### src/rtl/lfu_pkg.sv
// Shared types and constants for the LFU cache table.
// Request and response beats, controller commands and status, FSM states.
// No dependencies.
package lfu_pkg;

    localparam int CAP_W = 5;
    localparam logic [CAP_W-1:0] CAP_RESET = 5'd16;

    localparam logic CMD_GET = 1'b0;
    localparam logic CMD_PUT = 1'b1;

    typedef struct packed {
        logic               cmd;
        logic signed [31:0] key;
        logic signed [31:0] value;
    } lfu_req_t;

    typedef struct packed {
        logic               hit;
        logic signed [31:0] read_value;
    } lfu_rsp_t;

    typedef enum logic [2:0] {
        ST_IDLE,
        ST_SCAN,
        ST_SCAN_TAIL,
        ST_DECIDE,
        ST_SWEEP,
        ST_SWEEP_TAIL,
        ST_RESP
    } lfu_state_t;

    // controller -> datapath
    typedef struct packed {
        logic start;
        logic scan_rd;
        logic decide;
        logic sweep_rd;
        logic respond;
    } lfu_ctrl_t;

    // datapath -> controller
    typedef struct packed {
        logic idx_last;
        logic need_sweep;
        logic rsp_free;
    } lfu_stat_t;

endpackage

### src/rtl/lfu_ram.sv
// Generic single-write, single-read RAM with registered read data.
// Standalone; no package dependencies.
module lfu_ram #(
    parameter int WIDTH = 8,
    parameter int DEPTH = 16
) (
    input  logic                                      clk,
    input  logic                                      we,
    input  logic [((DEPTH > 1) ? $clog2(DEPTH) : 1)-1:0] waddr,
    input  logic [WIDTH-1:0]                          wdata,
    input  logic                                      re,
    input  logic [((DEPTH > 1) ? $clog2(DEPTH) : 1)-1:0] raddr,
    output logic [WIDTH-1:0]                          rdata
);

    logic [WIDTH-1:0] mem [DEPTH];
    logic [WIDTH-1:0] rdata_reg;

    always_ff @(posedge clk)
    begin
        if (we)
        begin
            mem[waddr] <= wdata;
        end
        if (re)
        begin
            rdata_reg <= mem[raddr];
        end
    end

    assign rdata = rdata_reg;

endmodule

### src/rtl/lfu_ctrl.sv
// Controller FSM for the LFU cache table: sequences the scan pass, the
// decision step, the rank-update pass and the response. Uses lfu_pkg.
module lfu_ctrl (
    input  logic             clk,
    input  logic             rst_n,
    input  logic             req_valid,
    output logic             req_ready,
    input  lfu_pkg::lfu_stat_t stat,
    output lfu_pkg::lfu_ctrl_t ctrl
);
    import lfu_pkg::*;

    lfu_state_t state_reg;
    lfu_state_t state_next;

    always_ff @(posedge clk or negedge rst_n)
    begin
        if (!rst_n)
        begin
            state_reg <= ST_IDLE;
        end
        else
        begin
            state_reg <= state_next;
        end
    end

    always_comb
    begin
        state_next = state_reg;
        ctrl       = '0;
        req_ready  = 1'b0;
        case (state_reg)
            ST_IDLE:
            begin
                req_ready = 1'b1;
                if (req_valid)
                begin
                    ctrl.start = 1'b1;
                    state_next = ST_SCAN;
                end
            end
            ST_SCAN:
            begin
                ctrl.scan_rd = 1'b1;
                if (stat.idx_last)
                begin
                    state_next = ST_SCAN_TAIL;
                end
            end
            // last read word lands here
            ST_SCAN_TAIL:
            begin
                state_next = ST_DECIDE;
            end
            ST_DECIDE:
            begin
                ctrl.decide = 1'b1;
                state_next  = stat.need_sweep ? ST_SWEEP : ST_RESP;
            end
            ST_SWEEP:
            begin
                ctrl.sweep_rd = 1'b1;
                if (stat.idx_last)
                begin
                    state_next = ST_SWEEP_TAIL;
                end
            end
            ST_SWEEP_TAIL:
            begin
                state_next = ST_RESP;
            end
            ST_RESP:
            begin
                if (stat.rsp_free)
                begin
                    ctrl.respond = 1'b1;
                    state_next   = ST_IDLE;
                end
            end
            default:
            begin
                state_next = ST_IDLE;
            end
        endcase
    end

endmodule

### src/rtl/lfu_datapath.sv
// Datapath for the LFU cache table: entry RAM, valid bits, scan accumulators,
// rank-update write-back, capacity register and response register.
// Uses lfu_pkg and lfu_ram.
module lfu_datapath #(
    parameter int MAX_ENTRIES = 16
) (
    input  logic                        clk,
    input  logic                        rst_n,
    input  lfu_pkg::lfu_ctrl_t          ctrl,
    output lfu_pkg::lfu_stat_t          stat,
    input  lfu_pkg::lfu_req_t           req,
    input  logic                        cfg_valid,
    output logic                        cfg_ready,
    input  logic [lfu_pkg::CAP_W-1:0]   cfg_capacity,
    output logic                        rsp_valid,
    input  logic                        rsp_ready,
    output lfu_pkg::lfu_rsp_t           rsp
);
    import lfu_pkg::*;

    localparam int IW = (MAX_ENTRIES > 1) ? $clog2(MAX_ENTRIES) : 1;
    localparam int CW = $clog2(MAX_ENTRIES + 1);
    localparam int W  = 96 + IW;
    localparam logic [IW-1:0] LAST_IDX = IW'(MAX_ENTRIES - 1);

    // control state
    logic [CAP_W-1:0]       cap_reg;
    logic [MAX_ENTRIES-1:0] valid_reg, valid_next;
    logic [IW-1:0]          idx_reg, idx_next;
    logic                   pend_scan_reg, pend_sweep_reg;
    logic [IW-1:0]          pidx_reg;
    logic                   rsp_valid_reg, rsp_valid_next;

    // payload
    lfu_req_t      req_reg, req_next;
    logic [CW-1:0] used_reg, used_next;
    logic          found_reg, found_next;
    logic [IW-1:0] found_idx_reg, found_idx_next;
    logic [31:0]   found_data_reg, found_data_next;
    logic [IW-1:0] found_rank_reg, found_rank_next;
    logic          vic_ok_reg, vic_ok_next;
    logic [IW-1:0] vic_idx_reg, vic_idx_next;
    logic [31:0]   vic_cnt_reg, vic_cnt_next;
    logic [IW-1:0] vic_rank_reg, vic_rank_next;
    logic          free_ok_reg, free_ok_next;
    logic [IW-1:0] free_idx_reg, free_idx_next;
    logic [IW-1:0] slot_reg, slot_next;
    logic [IW-1:0] thr_reg, thr_next;
    logic          inc_all_reg, inc_all_next;
    lfu_rsp_t      rsp_reg, rsp_next;

    logic [W-1:0]  rdata;
    logic [W-1:0]  wdata;
    logic          we;
    logic [31:0]   w_key, w_data, w_cnt;
    logic [IW-1:0] w_rank;
    logic [CW-1:0] cap_eff;
    logic          is_put;
    logic          evict;
    logic          need_sweep;
    logic [31:0]   new_data, new_cnt;

    lfu_ram #(
        .WIDTH (W),
        .DEPTH (MAX_ENTRIES)
    ) u_ram (
        .clk   (clk),
        .we    (we),
        .waddr (pidx_reg),
        .wdata (wdata),
        .re    (ctrl.scan_rd | ctrl.sweep_rd),
        .raddr (idx_reg),
        .rdata (rdata)
    );

    assign w_key  = rdata[W-1 -: 32];
    assign w_data = rdata[W-33 -: 32];
    assign w_cnt  = rdata[W-65 -: 32];
    assign w_rank = rdata[IW-1:0];

    assign cfg_ready = 1'b1;
    assign is_put    = (req_reg.cmd == CMD_PUT);

    always_comb
    begin
        if (32'(cap_reg) > 32'(MAX_ENTRIES))
        begin
            cap_eff = CW'(MAX_ENTRIES);
        end
        else
        begin
            cap_eff = CW'(cap_reg);
        end
    end

    assign evict      = !found_reg && ((used_reg >= cap_eff) || !free_ok_reg);
    assign need_sweep = (found_reg && !is_put) || (is_put && (cap_eff != '0));

    assign stat.idx_last   = (idx_reg == LAST_IDX);
    assign stat.need_sweep = need_sweep;
    assign stat.rsp_free   = !rsp_valid_reg || rsp_ready;

    assign new_data = is_put ? $unsigned(req_reg.value) : w_data;
    assign new_cnt  = !found_reg ? 32'd1 :
                      ((w_cnt == 32'hFFFF_FFFF) ? w_cnt : w_cnt + 32'd1);

    // scan accumulation and decision
    always_comb
    begin
        req_next        = req_reg;
        used_next       = used_reg;
        found_next      = found_reg;
        found_idx_next  = found_idx_reg;
        found_data_next = found_data_reg;
        found_rank_next = found_rank_reg;
        vic_ok_next     = vic_ok_reg;
        vic_idx_next    = vic_idx_reg;
        vic_cnt_next    = vic_cnt_reg;
        vic_rank_next   = vic_rank_reg;
        free_ok_next    = free_ok_reg;
        free_idx_next   = free_idx_reg;
        slot_next       = slot_reg;
        thr_next        = thr_reg;
        inc_all_next    = inc_all_reg;
        valid_next      = valid_reg;
        idx_next        = idx_reg;

        if (ctrl.start)
        begin
            req_next     = req;
            used_next    = '0;
            found_next   = 1'b0;
            vic_ok_next  = 1'b0;
            free_ok_next = 1'b0;
            idx_next     = '0;
        end

        if (ctrl.scan_rd || ctrl.sweep_rd)
        begin
            idx_next = idx_reg + 1'b1;
        end

        if (pend_scan_reg)
        begin
            if (valid_reg[pidx_reg])
            begin
                used_next = used_reg + 1'b1;
                if (!found_reg && (w_key == $unsigned(req_reg.key)))
                begin
                    found_next      = 1'b1;
                    found_idx_next  = pidx_reg;
                    found_data_next = w_data;
                    found_rank_next = w_rank;
                end
                // lowest count wins; on equal counts the oldest rank
                if (!vic_ok_reg || (w_cnt < vic_cnt_reg) ||
                    ((w_cnt == vic_cnt_reg) && (w_rank > vic_rank_reg)))
                begin
                    vic_ok_next   = 1'b1;
                    vic_idx_next  = pidx_reg;
                    vic_cnt_next  = w_cnt;
                    vic_rank_next = w_rank;
                end
            end
            else if (!free_ok_reg)
            begin
                free_ok_next  = 1'b1;
                free_idx_next = pidx_reg;
            end
        end

        if (ctrl.decide)
        begin
            idx_next = '0;
            if (found_reg)
            begin
                slot_next = found_idx_reg;
                thr_next  = found_rank_reg;
            end
            else if (evict)
            begin
                slot_next = vic_idx_reg;
                thr_next  = vic_rank_reg;
            end
            else
            begin
                slot_next = free_idx_reg;
                thr_next  = vic_rank_reg;
            end
            // a fresh insert into a free slot pushes every live entry back
            inc_all_next = !found_reg && !evict;
            if (need_sweep && !found_reg && !evict)
            begin
                valid_next[free_idx_reg] = 1'b1;
            end
        end
    end

    // rank-update write-back; an evicted victim slot is reused in place
    always_comb
    begin
        we    = 1'b0;
        wdata = rdata;
        if (pend_sweep_reg)
        begin
            if (pidx_reg == slot_reg)
            begin
                we    = 1'b1;
                wdata = {$unsigned(req_reg.key), new_data, new_cnt, IW'(0)};
            end
            else if (valid_reg[pidx_reg] && (inc_all_reg || (w_rank < thr_reg)))
            begin
                we    = 1'b1;
                wdata = {w_key, w_data, w_cnt, w_rank + 1'b1};
            end
        end
    end

    always_comb
    begin
        rsp_valid_next = rsp_valid_reg;
        rsp_next       = rsp_reg;
        if (ctrl.respond)
        begin
            rsp_valid_next = 1'b1;
            rsp_next.hit   = found_reg;
            rsp_next.read_value = (found_reg && !is_put) ? $signed(found_data_reg) : 32'sd0;
        end
        else if (rsp_ready)
        begin
            rsp_valid_next = 1'b0;
        end
    end

    always_ff @(posedge clk or negedge rst_n)
    begin
        if (!rst_n)
        begin
            cap_reg        <= CAP_RESET;
            valid_reg      <= '0;
            idx_reg        <= '0;
            pend_scan_reg  <= 1'b0;
            pend_sweep_reg <= 1'b0;
            pidx_reg       <= '0;
            rsp_valid_reg  <= 1'b0;
        end
        else
        begin
            if (cfg_valid)
            begin
                cap_reg <= cfg_capacity;
            end
            valid_reg      <= valid_next;
            idx_reg        <= idx_next;
            pend_scan_reg  <= ctrl.scan_rd;
            pend_sweep_reg <= ctrl.sweep_rd;
            pidx_reg       <= idx_reg;
            rsp_valid_reg  <= rsp_valid_next;
        end
    end

    always_ff @(posedge clk)
    begin
        req_reg        <= req_next;
        used_reg       <= used_next;
        found_reg      <= found_next;
        found_idx_reg  <= found_idx_next;
        found_data_reg <= found_data_next;
        found_rank_reg <= found_rank_next;
        vic_ok_reg     <= vic_ok_next;
        vic_idx_reg    <= vic_idx_next;
        vic_cnt_reg    <= vic_cnt_next;
        vic_rank_reg   <= vic_rank_next;
        free_ok_reg    <= free_ok_next;
        free_idx_reg   <= free_idx_next;
        slot_reg       <= slot_next;
        thr_reg        <= thr_next;
        inc_all_reg    <= inc_all_next;
        rsp_reg        <= rsp_next;
    end

    assign rsp_valid = rsp_valid_reg;
    assign rsp       = rsp_reg;

endmodule

### src/rtl/lfu_cache_table_unit.sv
// LFU key-value cache table with least-recently-used tie-break. Each request
// beat is a get or a put; every request returns exactly one response beat.
// One request is handled at a time. A request reads every table entry once
// from the entry RAM to find the key, a free slot and the eviction
// victim; a get hit or a put that changes the table then makes a second pass
// over the RAM to rewrite recency ranks and the touched entry. A request without
// the second pass (get miss, put with capacity zero) runs the scan and decision
// steps and then responds; with it, the rank-update pass comes between the
// decision and the response beat. Both RAM passes read one entry per cycle. No
// clearing pass after reset. Write capacity only while the block is idle.
// Depends on lfu_pkg, lfu_ctrl, lfu_datapath, lfu_ram.
module lfu_cache_table_unit #(
    parameter int MAX_ENTRIES = 16
) (
    input  logic                      clk,
    input  logic                      rst_n,
    input  logic                      req_valid,
    output logic                      req_ready,
    input  lfu_pkg::lfu_req_t         req,
    output logic                      rsp_valid,
    input  logic                      rsp_ready,
    output lfu_pkg::lfu_rsp_t         rsp,
    input  logic                      cfg_valid,
    output logic                      cfg_ready,
    input  logic [lfu_pkg::CAP_W-1:0] cfg_capacity
);
    import lfu_pkg::*;

    lfu_ctrl_t ctrl;
    lfu_stat_t stat;

    lfu_ctrl u_ctrl (
        .clk       (clk),
        .rst_n     (rst_n),
        .req_valid (req_valid),
        .req_ready (req_ready),
        .stat      (stat),
        .ctrl      (ctrl)
    );

    lfu_datapath #(
        .MAX_ENTRIES (MAX_ENTRIES)
    ) u_datapath (
        .clk          (clk),
        .rst_n        (rst_n),
        .ctrl         (ctrl),
        .stat         (stat),
        .req          (req),
        .cfg_valid    (cfg_valid),
        .cfg_ready    (cfg_ready),
        .cfg_capacity (cfg_capacity),
        .rsp_valid    (rsp_valid),
        .rsp_ready    (rsp_ready),
        .rsp          (rsp)
    );

endmodule

### config.mk
export PLATFORM = sky130hd
export DESIGN_NAME = lfu_cache_table_unit
export DESIGN_NICKNAME = d
export VERILOG_FILES = /design/src/rtl/lfu_pkg.sv /design/src/rtl/lfu_ram.sv /design/src/rtl/lfu_ctrl.sv /design/src/rtl/lfu_datapath.sv /design/src/rtl/lfu_cache_table_unit.sv
export SDC_FILE = /design/constraint.sdc
export NUM_CORES = 2
export LEC_CHECK = 0
export BUFFER_PORTS_ARGS = -buffer_cell sky130_fd_sc_hd__buf_2
export CORE_AREA = 8 8 419 421
export DETAILED_ROUTE_END_ITERATION = 10
export DIE_AREA = 0 0 427 429
export PLACE_DENSITY = 0.58
export SYNTH_ARGS = -nofsm -noshare
export SYNTH_HDL_FRONTEND = slang
export SYNTH_SLANG_ARGS = --single-unit
### constraint.sdc
create_clock -name clk -period 20 [get_ports clk]
set_clock_uncertainty 0.15 [all_clocks]
set_input_delay 2 -clock clk [delete_from_list [all_inputs] [get_ports clk]]
set_output_delay 2 -clock clk [all_outputs]
set_load 0.02 [all_outputs]
**After elaboration in Yosys (flattened, before gate mapping)**

Memory sizes are Yosys's and may differ from the RTL's. A register that Yosys moved wholly into a read port is not among the register bits.
Index checks and enable logic that the tools add are counted.

- Input bits: 75
- Output and inout bits: 36
- Logic and storage cells: 144
- Register bits after elaboration: 234
- Memories: 1
- RAM bits: 1600

- Reduce and logical (&&, ||, !) cells: 32
- Mux-type cells: 53
- Add/sub/neg operators: 4
- Equality and inequality tests: 15
- $lt $le $gt $ge: 8
- Bitwise logic cells: 4

Memory list:

| name | depth | width | rd ports | clocked after memory_dff | write ports | line | text |
|---|---|---|---|---|---|---|---|
| u_datapath.u_ram.mem | 16 | 100 | 1 | 1 | 1 | lfu_ram.sv:16 | `logic [WIDTH-1:0] mem [DEPTH];` |

Operators by type and width:

| cell | number |
|---|---|
| 100-bit two-way mux | 2 |
| 32-bit two-way mux | 3 |
| 32-bit == test | 2 |
| 32-bit by 1-bit adder with 32-bit output, second input constant | 1 |
| 32-bit == test, second input constant | 1 |
| 32-bit < comparator | 1 |
| 1-bit two-way mux | 29 |
| 4-bit two-way mux | 7 |
| 3-bit case mux with 7 select lines | 1 |
| 5-bit two-way mux | 4 |
| 16-bit bitwise OR | 1 |
| 3-bit two-way mux | 4 |
| 1-bit logical AND | 10 |
| 4-bit by 5-bit < comparator with 1-bit output, second input constant | 2 |
| 3-bit == test, second input constant | 3 |
| 3-bit AND reduction | 3 |
| 4-bit by 1-bit adder with 4-bit output, second input constant | 2 |
| 2-bit inequality test, second input constant | 4 |
| 1-bit logical OR | 7 |
| 3-bit by 2-bit == test with 1-bit output, second input constant | 2 |
| 1-bit zero test | 6 |
| 5-bit by 1-bit adder with 5-bit output, second input constant | 1 |
| 5-bit greater-or-equal comparator | 1 |
| 5-bit > comparator, second input constant | 1 |
| 17 further kinds | 18 |

**Logic depth before layout (Yosys ltp)**

- Depth in word-level cells: 8
- Mapped depth: 9

**Modules after synthesis**

Synthesis repeated with hierarchy kept, for this count alone.

- Cell total of the unflattened synthesis: 3497
- Area total of the unflattened synthesis: 74166.1 µm²

By module, submodules not included:

| module | times used | seq. area each (µm²) | area an instance (µm²) | cells an instance |
|---|---|---|---|---|
| lfu_ram | 1 | 51049.0 | 62779.0 | 2560 |
| lfu_datapath | 1 | 6697.7 | 11159.5 | 912 |
| lfu_ctrl | 1 | 75.1 | 227.7 | 25 |

**Least setup slack after synthesis**

No wires, ideal clock.

- Path kind: reg-to-reg
- Start: register u_datapath.pidx_reg[0]
- End: memory u_datapath.u_ram.mem[12][0] in the netlist's numbering, enable pin
- Path slack: 7.896 ns
- Required time: 19.045 ns
- Period minus slack after synthesis: 12.104 ns
- Stages on the path, launching flop included: 9
- Arrival: 11.149 ns
- Setup time: 0.805 ns
- Buffers on the path: 2
- Path through: dfrtp_1 -> buf_4 -> mux4_2 -> mux2i_1 -> mux2i_2 -> o311ai_2 -> and2_0 -> buf_2 -> nor4_1

- Longest elaborated chain between the ends: 8
- Elaborated cells between the ends (all ways): 9

Ends and longest elaborated chain:

| element | line | text |
|---|---|---|
| from (decl) | lfu_datapath.sv:31 | `logic [IW-1:0] pidx_reg;` |
| from (signal assigned) | lfu_datapath.sv:257 | `pidx_reg <= idx_reg;` |
| 1-bit binary-select mux with 4-bit select | lfu_datapath.sv:211 | `else if (valid_reg[pidx_reg] && (inc_all_reg \|\| (w_rank < thr_reg)))` |
| 1-bit two-way mux (implied by the code) | lfu_datapath.sv:211 |  |
| 1-bit logical AND | lfu_datapath.sv:211 |  |
| 1-bit two-way mux | lfu_datapath.sv:211 |  |
| 1-bit two-way mux | lfu_datapath.sv:206 | `if (pidx_reg == slot_reg)` |
| 1-bit two-way mux | lfu_datapath.sv:204 | `if (pend_sweep_reg)` |
| 1-bit two-way mux | lfu_ram.sv:21 | `if (we)` |
| 1-bit two-way mux (implied by the code) | lfu_ram.sv:23 | `mem[waddr] <= wdata;` |
| to (decl) | lfu_ram.sv:16 |  |

Several ways; a longest one is shown, not always the timed one. The select of a mux whose other input is x is not followed.

==> metrics.csv <==
stage,metric,value,unit
outcome,status,completed,
setup_path,cp-end-kind,flop,
detailed_routing,num_vias,38000,
cells_and_area,largest_register_ffs,1600,
clock_tree,ctsHoldBuffers,0,
clock_tree,cts_resized,0,
placed_design,gp_congestion,0.740,
detailed_routing,routed_via_density,5.82,
grt,grt_pass1_wl,266,mm
clock_tree,tritoncts,yes,
synthesis,synthCells,3988,
setup_path,critical_path_class,flop to flop,
cells_and_area,layout.nets,4275,
detailed_routing,route.final.wire_length,181,mm
hold_path,hold_start,u_datapath.u_ram.rdata[58],
detailed_routing,drt-initial-drc-count,3434,
clock_tree,cts_root_buf,clkbuf_16,
synthesis,synth_fp_nets,4111,
hold_path,hold_path_depth,0,
detailed_routing,drc,0,
placed_design,dp_cells,6171,
synthesis,async_reset_ff_share,1.81,%
synthesis,synth_common_cells,"edfxtp_1 (1,891), mux2i_1 (307), o21ai_0 (229), mux4_2 (204), mux2_2 (170)",
setup_path,crit_top_cell,buf_4,
detailed_routing,ant_nets,0,
synthesis,yosysWarnings,0,
setup_path,cp_num_buf_inv,3,
setup_path,rrSetupSlack,14.92,ns
synthesis,synthTopCellsByArea,"edfxtp_1 (75%), mux4_2 (6.1%), mux2i_1 (4.1%)",
setup_path,path_depth,8,
setup_path,slowest_stage,dfrtp_4,
setup_path,crit_fanout,54,
placed_design,dp_slack,14.88,ns
synthesis,synth_area,75500,um2
clock_tree,cts_setup_buffers,0,
detailed_routing,first_pass_iters,5,
setup_path,cp.required,20.39,ns
detailed_routing,routedWlPerCell,27.8,um
sta,worstMarginPinSlew,1.24,ns
grt,grt_pass1_vias,38800,
synthesis,synth.ff_latch_count,1934,
clock_tree,cts.sinks,1934,
clock_tree,numCtsBuffers,197,
sta,hold_violations,0,
setup_path,crit_chain,buf_4 > buf_4 > buf_4 > mux2_2 > o21ai_0 > a21oi_1 > a22oi_1 > nand2_1,
setup_path,reg2reg_depth,8,
die,core_area,169000,um2
cells_and_area,area_delta_synth_final,12.7,%
cells_and_area,antenna_cells,0,
sta,finalWorstSetupSlack,14.92,ns
sta,period_share,25.4,%
synthesis,yosysTopAreaCell,edfxtp_1,
synthesis,synth_edf_count,1891,
power_and_ir_drop,powerDensity,138,nW/um2
die,die-area,183000,um2
die,ioPinCount,111,
die,start_util,44.8,%
sta,slew_headroom,17.7,%
clock_tree,clk_pin_slew_worst_paths,0.06,ns
hold_path,hold_path_end,u_datapath.found_data_reg[22],
synthesis,synthDominantCellAreaShare,75.3,%
die,die_w,427,um
cells_and_area,drive_gt1_share,20.3,%
setup_path,slowest_delay,1.00,ns
sta,finalWorstPathRequiredPeriod,5.08,ns
placed_design,io_buffers,109,
setup_path,startpoint_type,flop,
synthesis,synth-main-ff-cell,edfxtp_1,
grt,overflow,0,
clock_tree,clk_latency,0.82,ns
die,rows,151,
sta,slew_viol_final,0,
sta,rsz0062_at_grt,no,
cells_and_area,stdcell_count,6524,
grt,grt_max_degree,146,
setup_path,r2r-end,u_datapath.u_ram.rdata[49],
setup_path,cp_top_family,buffers and inverters,
clock_tree,cts.htree.levels,4,
die,die_h,429,um
power_and_ir_drop,peakVddDrop,0.0991,mV
sta,finalSetupViolCount,0,
clock_tree,clk_path_buf_depth,3,
grt,grt_usage,19.5,%
hold_path,hold_class,flop to flop,
synthesis,yosys.cell_count.top_type,edfxtp_1,
power_and_ir_drop,power,11.7,mW
sta,tns,0,ns
synthesis,syn_area_per_cell,18.9,um2
grt,antenna_found_initial,1,
synthesis,synth_sequential_area_ratio,76.6,%
run,cap_violations,0,
synthesis,synth_cell_types,72,
power_and_ir_drop,p_leak,27.9,nW
setup_path,r2r-start,u_datapath.idx_reg[0],
setup_path,critical_path_arrival,5.48,ns
sta,fmax,0.197,GHz
placed_design,hpwl,81.3,mm
[worst reg2reg max path, stage by stage, from the launching register on]
cell     delay, ns
dfrtp_4       1.00
buf_4         0.82
buf_4         0.92
buf_4         0.93
mux2_2        0.44
o21ai_0       0.14
a21oi_1       0.09
a22oi_1       0.28
nand2_1       0.07
[where the power goes]
group	total [mW]	switching, mW	leakage, nW	internal, mW
Sequential	5.57	0.266	17.6	5.31
Clock	3.59	1.51	3.06	2.08
Combinational	2.57	1.61	7.22	0.961
Total	11.7	3.39	27.9	8.35
[kinds of logic (layout without fill, tap and decap cells)]
family,after synthesis,after routing,synth area share [%]
flip-flops,1934,1934,76.6
multiplexers,683,683,12.7
AO/OA/AOI/OAI,627,627,5.26
AND/OR/NAND/NOR,382,382,2.55
buffers and inverters,258,576,1.39
XOR/XNOR,55,55,0.638
adder cells (fa/ha/maj),48,48,0.796
other,1,1,0.00497
[per-stage QoR]
stage                     utilization, %  hold slack, ns  area, um2
after floorplan                        -           0.202      75500
after global placement              46.7           0.275      78800
after detailed placement            46.7           0.279      78800
after CTS                           50.5           0.295      85000
after global routing                50.5           0.312      85000
final                               50.5           0.297      85000
[layout by cell type (no fill, tap or decap), types with 8 or more instances in the layout]
master / synthesis / routed
inv_1: 55 / 54
nor4_1: 20 / 14
mux4_2: 204 / 204
nor2_1: 43 / 41
nor3_1: 26 / 16
buf_12: 0 / 18
clkbuf_16: 0 / 201
o21bai_1: 8 / 8
nand4_1: 13 / 13
mux2_2: 170 / 170
xnor2_1: 23 / 23
a22oi_1: 100 / 100
mux2i_1: 307 / 307
edfxtp_1: 1891 / 1891
ha_1: 48 / 48
buf_2: 42 / 109
dfrtp_1: 34 / 30
o21ai_0: 229 / 229
buf_4: 5 / 41
clkinv_2: 0 / 33
nand2b_1: 16 / 15
xor2_1: 32 / 32
nand2_1: 156 / 153
a221oi_1: 100 / 100
a21o_1: 14 / 14
nor3_2: 1 / 11
clkinv_1: 0 / 34
inv_6: 0 / 9
clkbuf_1: 130 / 45
and2_1: 38 / 37
a21oi_1: 129 / 129
nand3_1: 23 / 23
bufinv_16: 0 / 18
dfxtp_1: 8 / 8
[layer usage]
| layer | part of all wire (%) | track usage [%] | routed length [um] | vias to the layer above |
|---|---|---|---|---|
| met2 | 48 | 31.5 | 87000 | 1046 |
| met3 | 5.1 | 2.90 | 9190 | 248 |
| li1 | - | - | - | 16500 |
| met1 | 45 | 27.9 | 81200 | 20200 |
| met4 | 2.1 | 4.94 | 3740 | 0 |
| met5 | 0 | 0 | 0 | - |
[worst max-delay path by stage]
stage	end	startpoint
finish	u_datapath.u_ram.rdata[49]	u_datapath.idx_reg[0]
global route	u_datapath.u_ram.rdata[52]	u_datapath.idx_reg[0]
CTS	u_datapath.u_ram.rdata[49]	u_datapath.idx_reg[0]
detailed placement	u_datapath.u_ram.rdata[49]	u_datapath.idx_reg[0]
global placement	u_datapath.u_ram.rdata[49]	u_datapath.idx_reg[0]
floorplan	u_datapath.u_ram.mem[12][0]	u_datapath.pidx_reg[0]
[cell type report]
class / instances / area, um2
sequential: 1934 / 57800
clock buffer: 250 / 5250
timing repair buffer: 168 / 1210
clock inverter: 103 / 1010
inverter: 55 / 209
fill: 13600 / 83500
tap: 2218 / 2780
multi-input combinational: 1796 / 16700
Note: power is estimated with default switching activity, not from simulation.
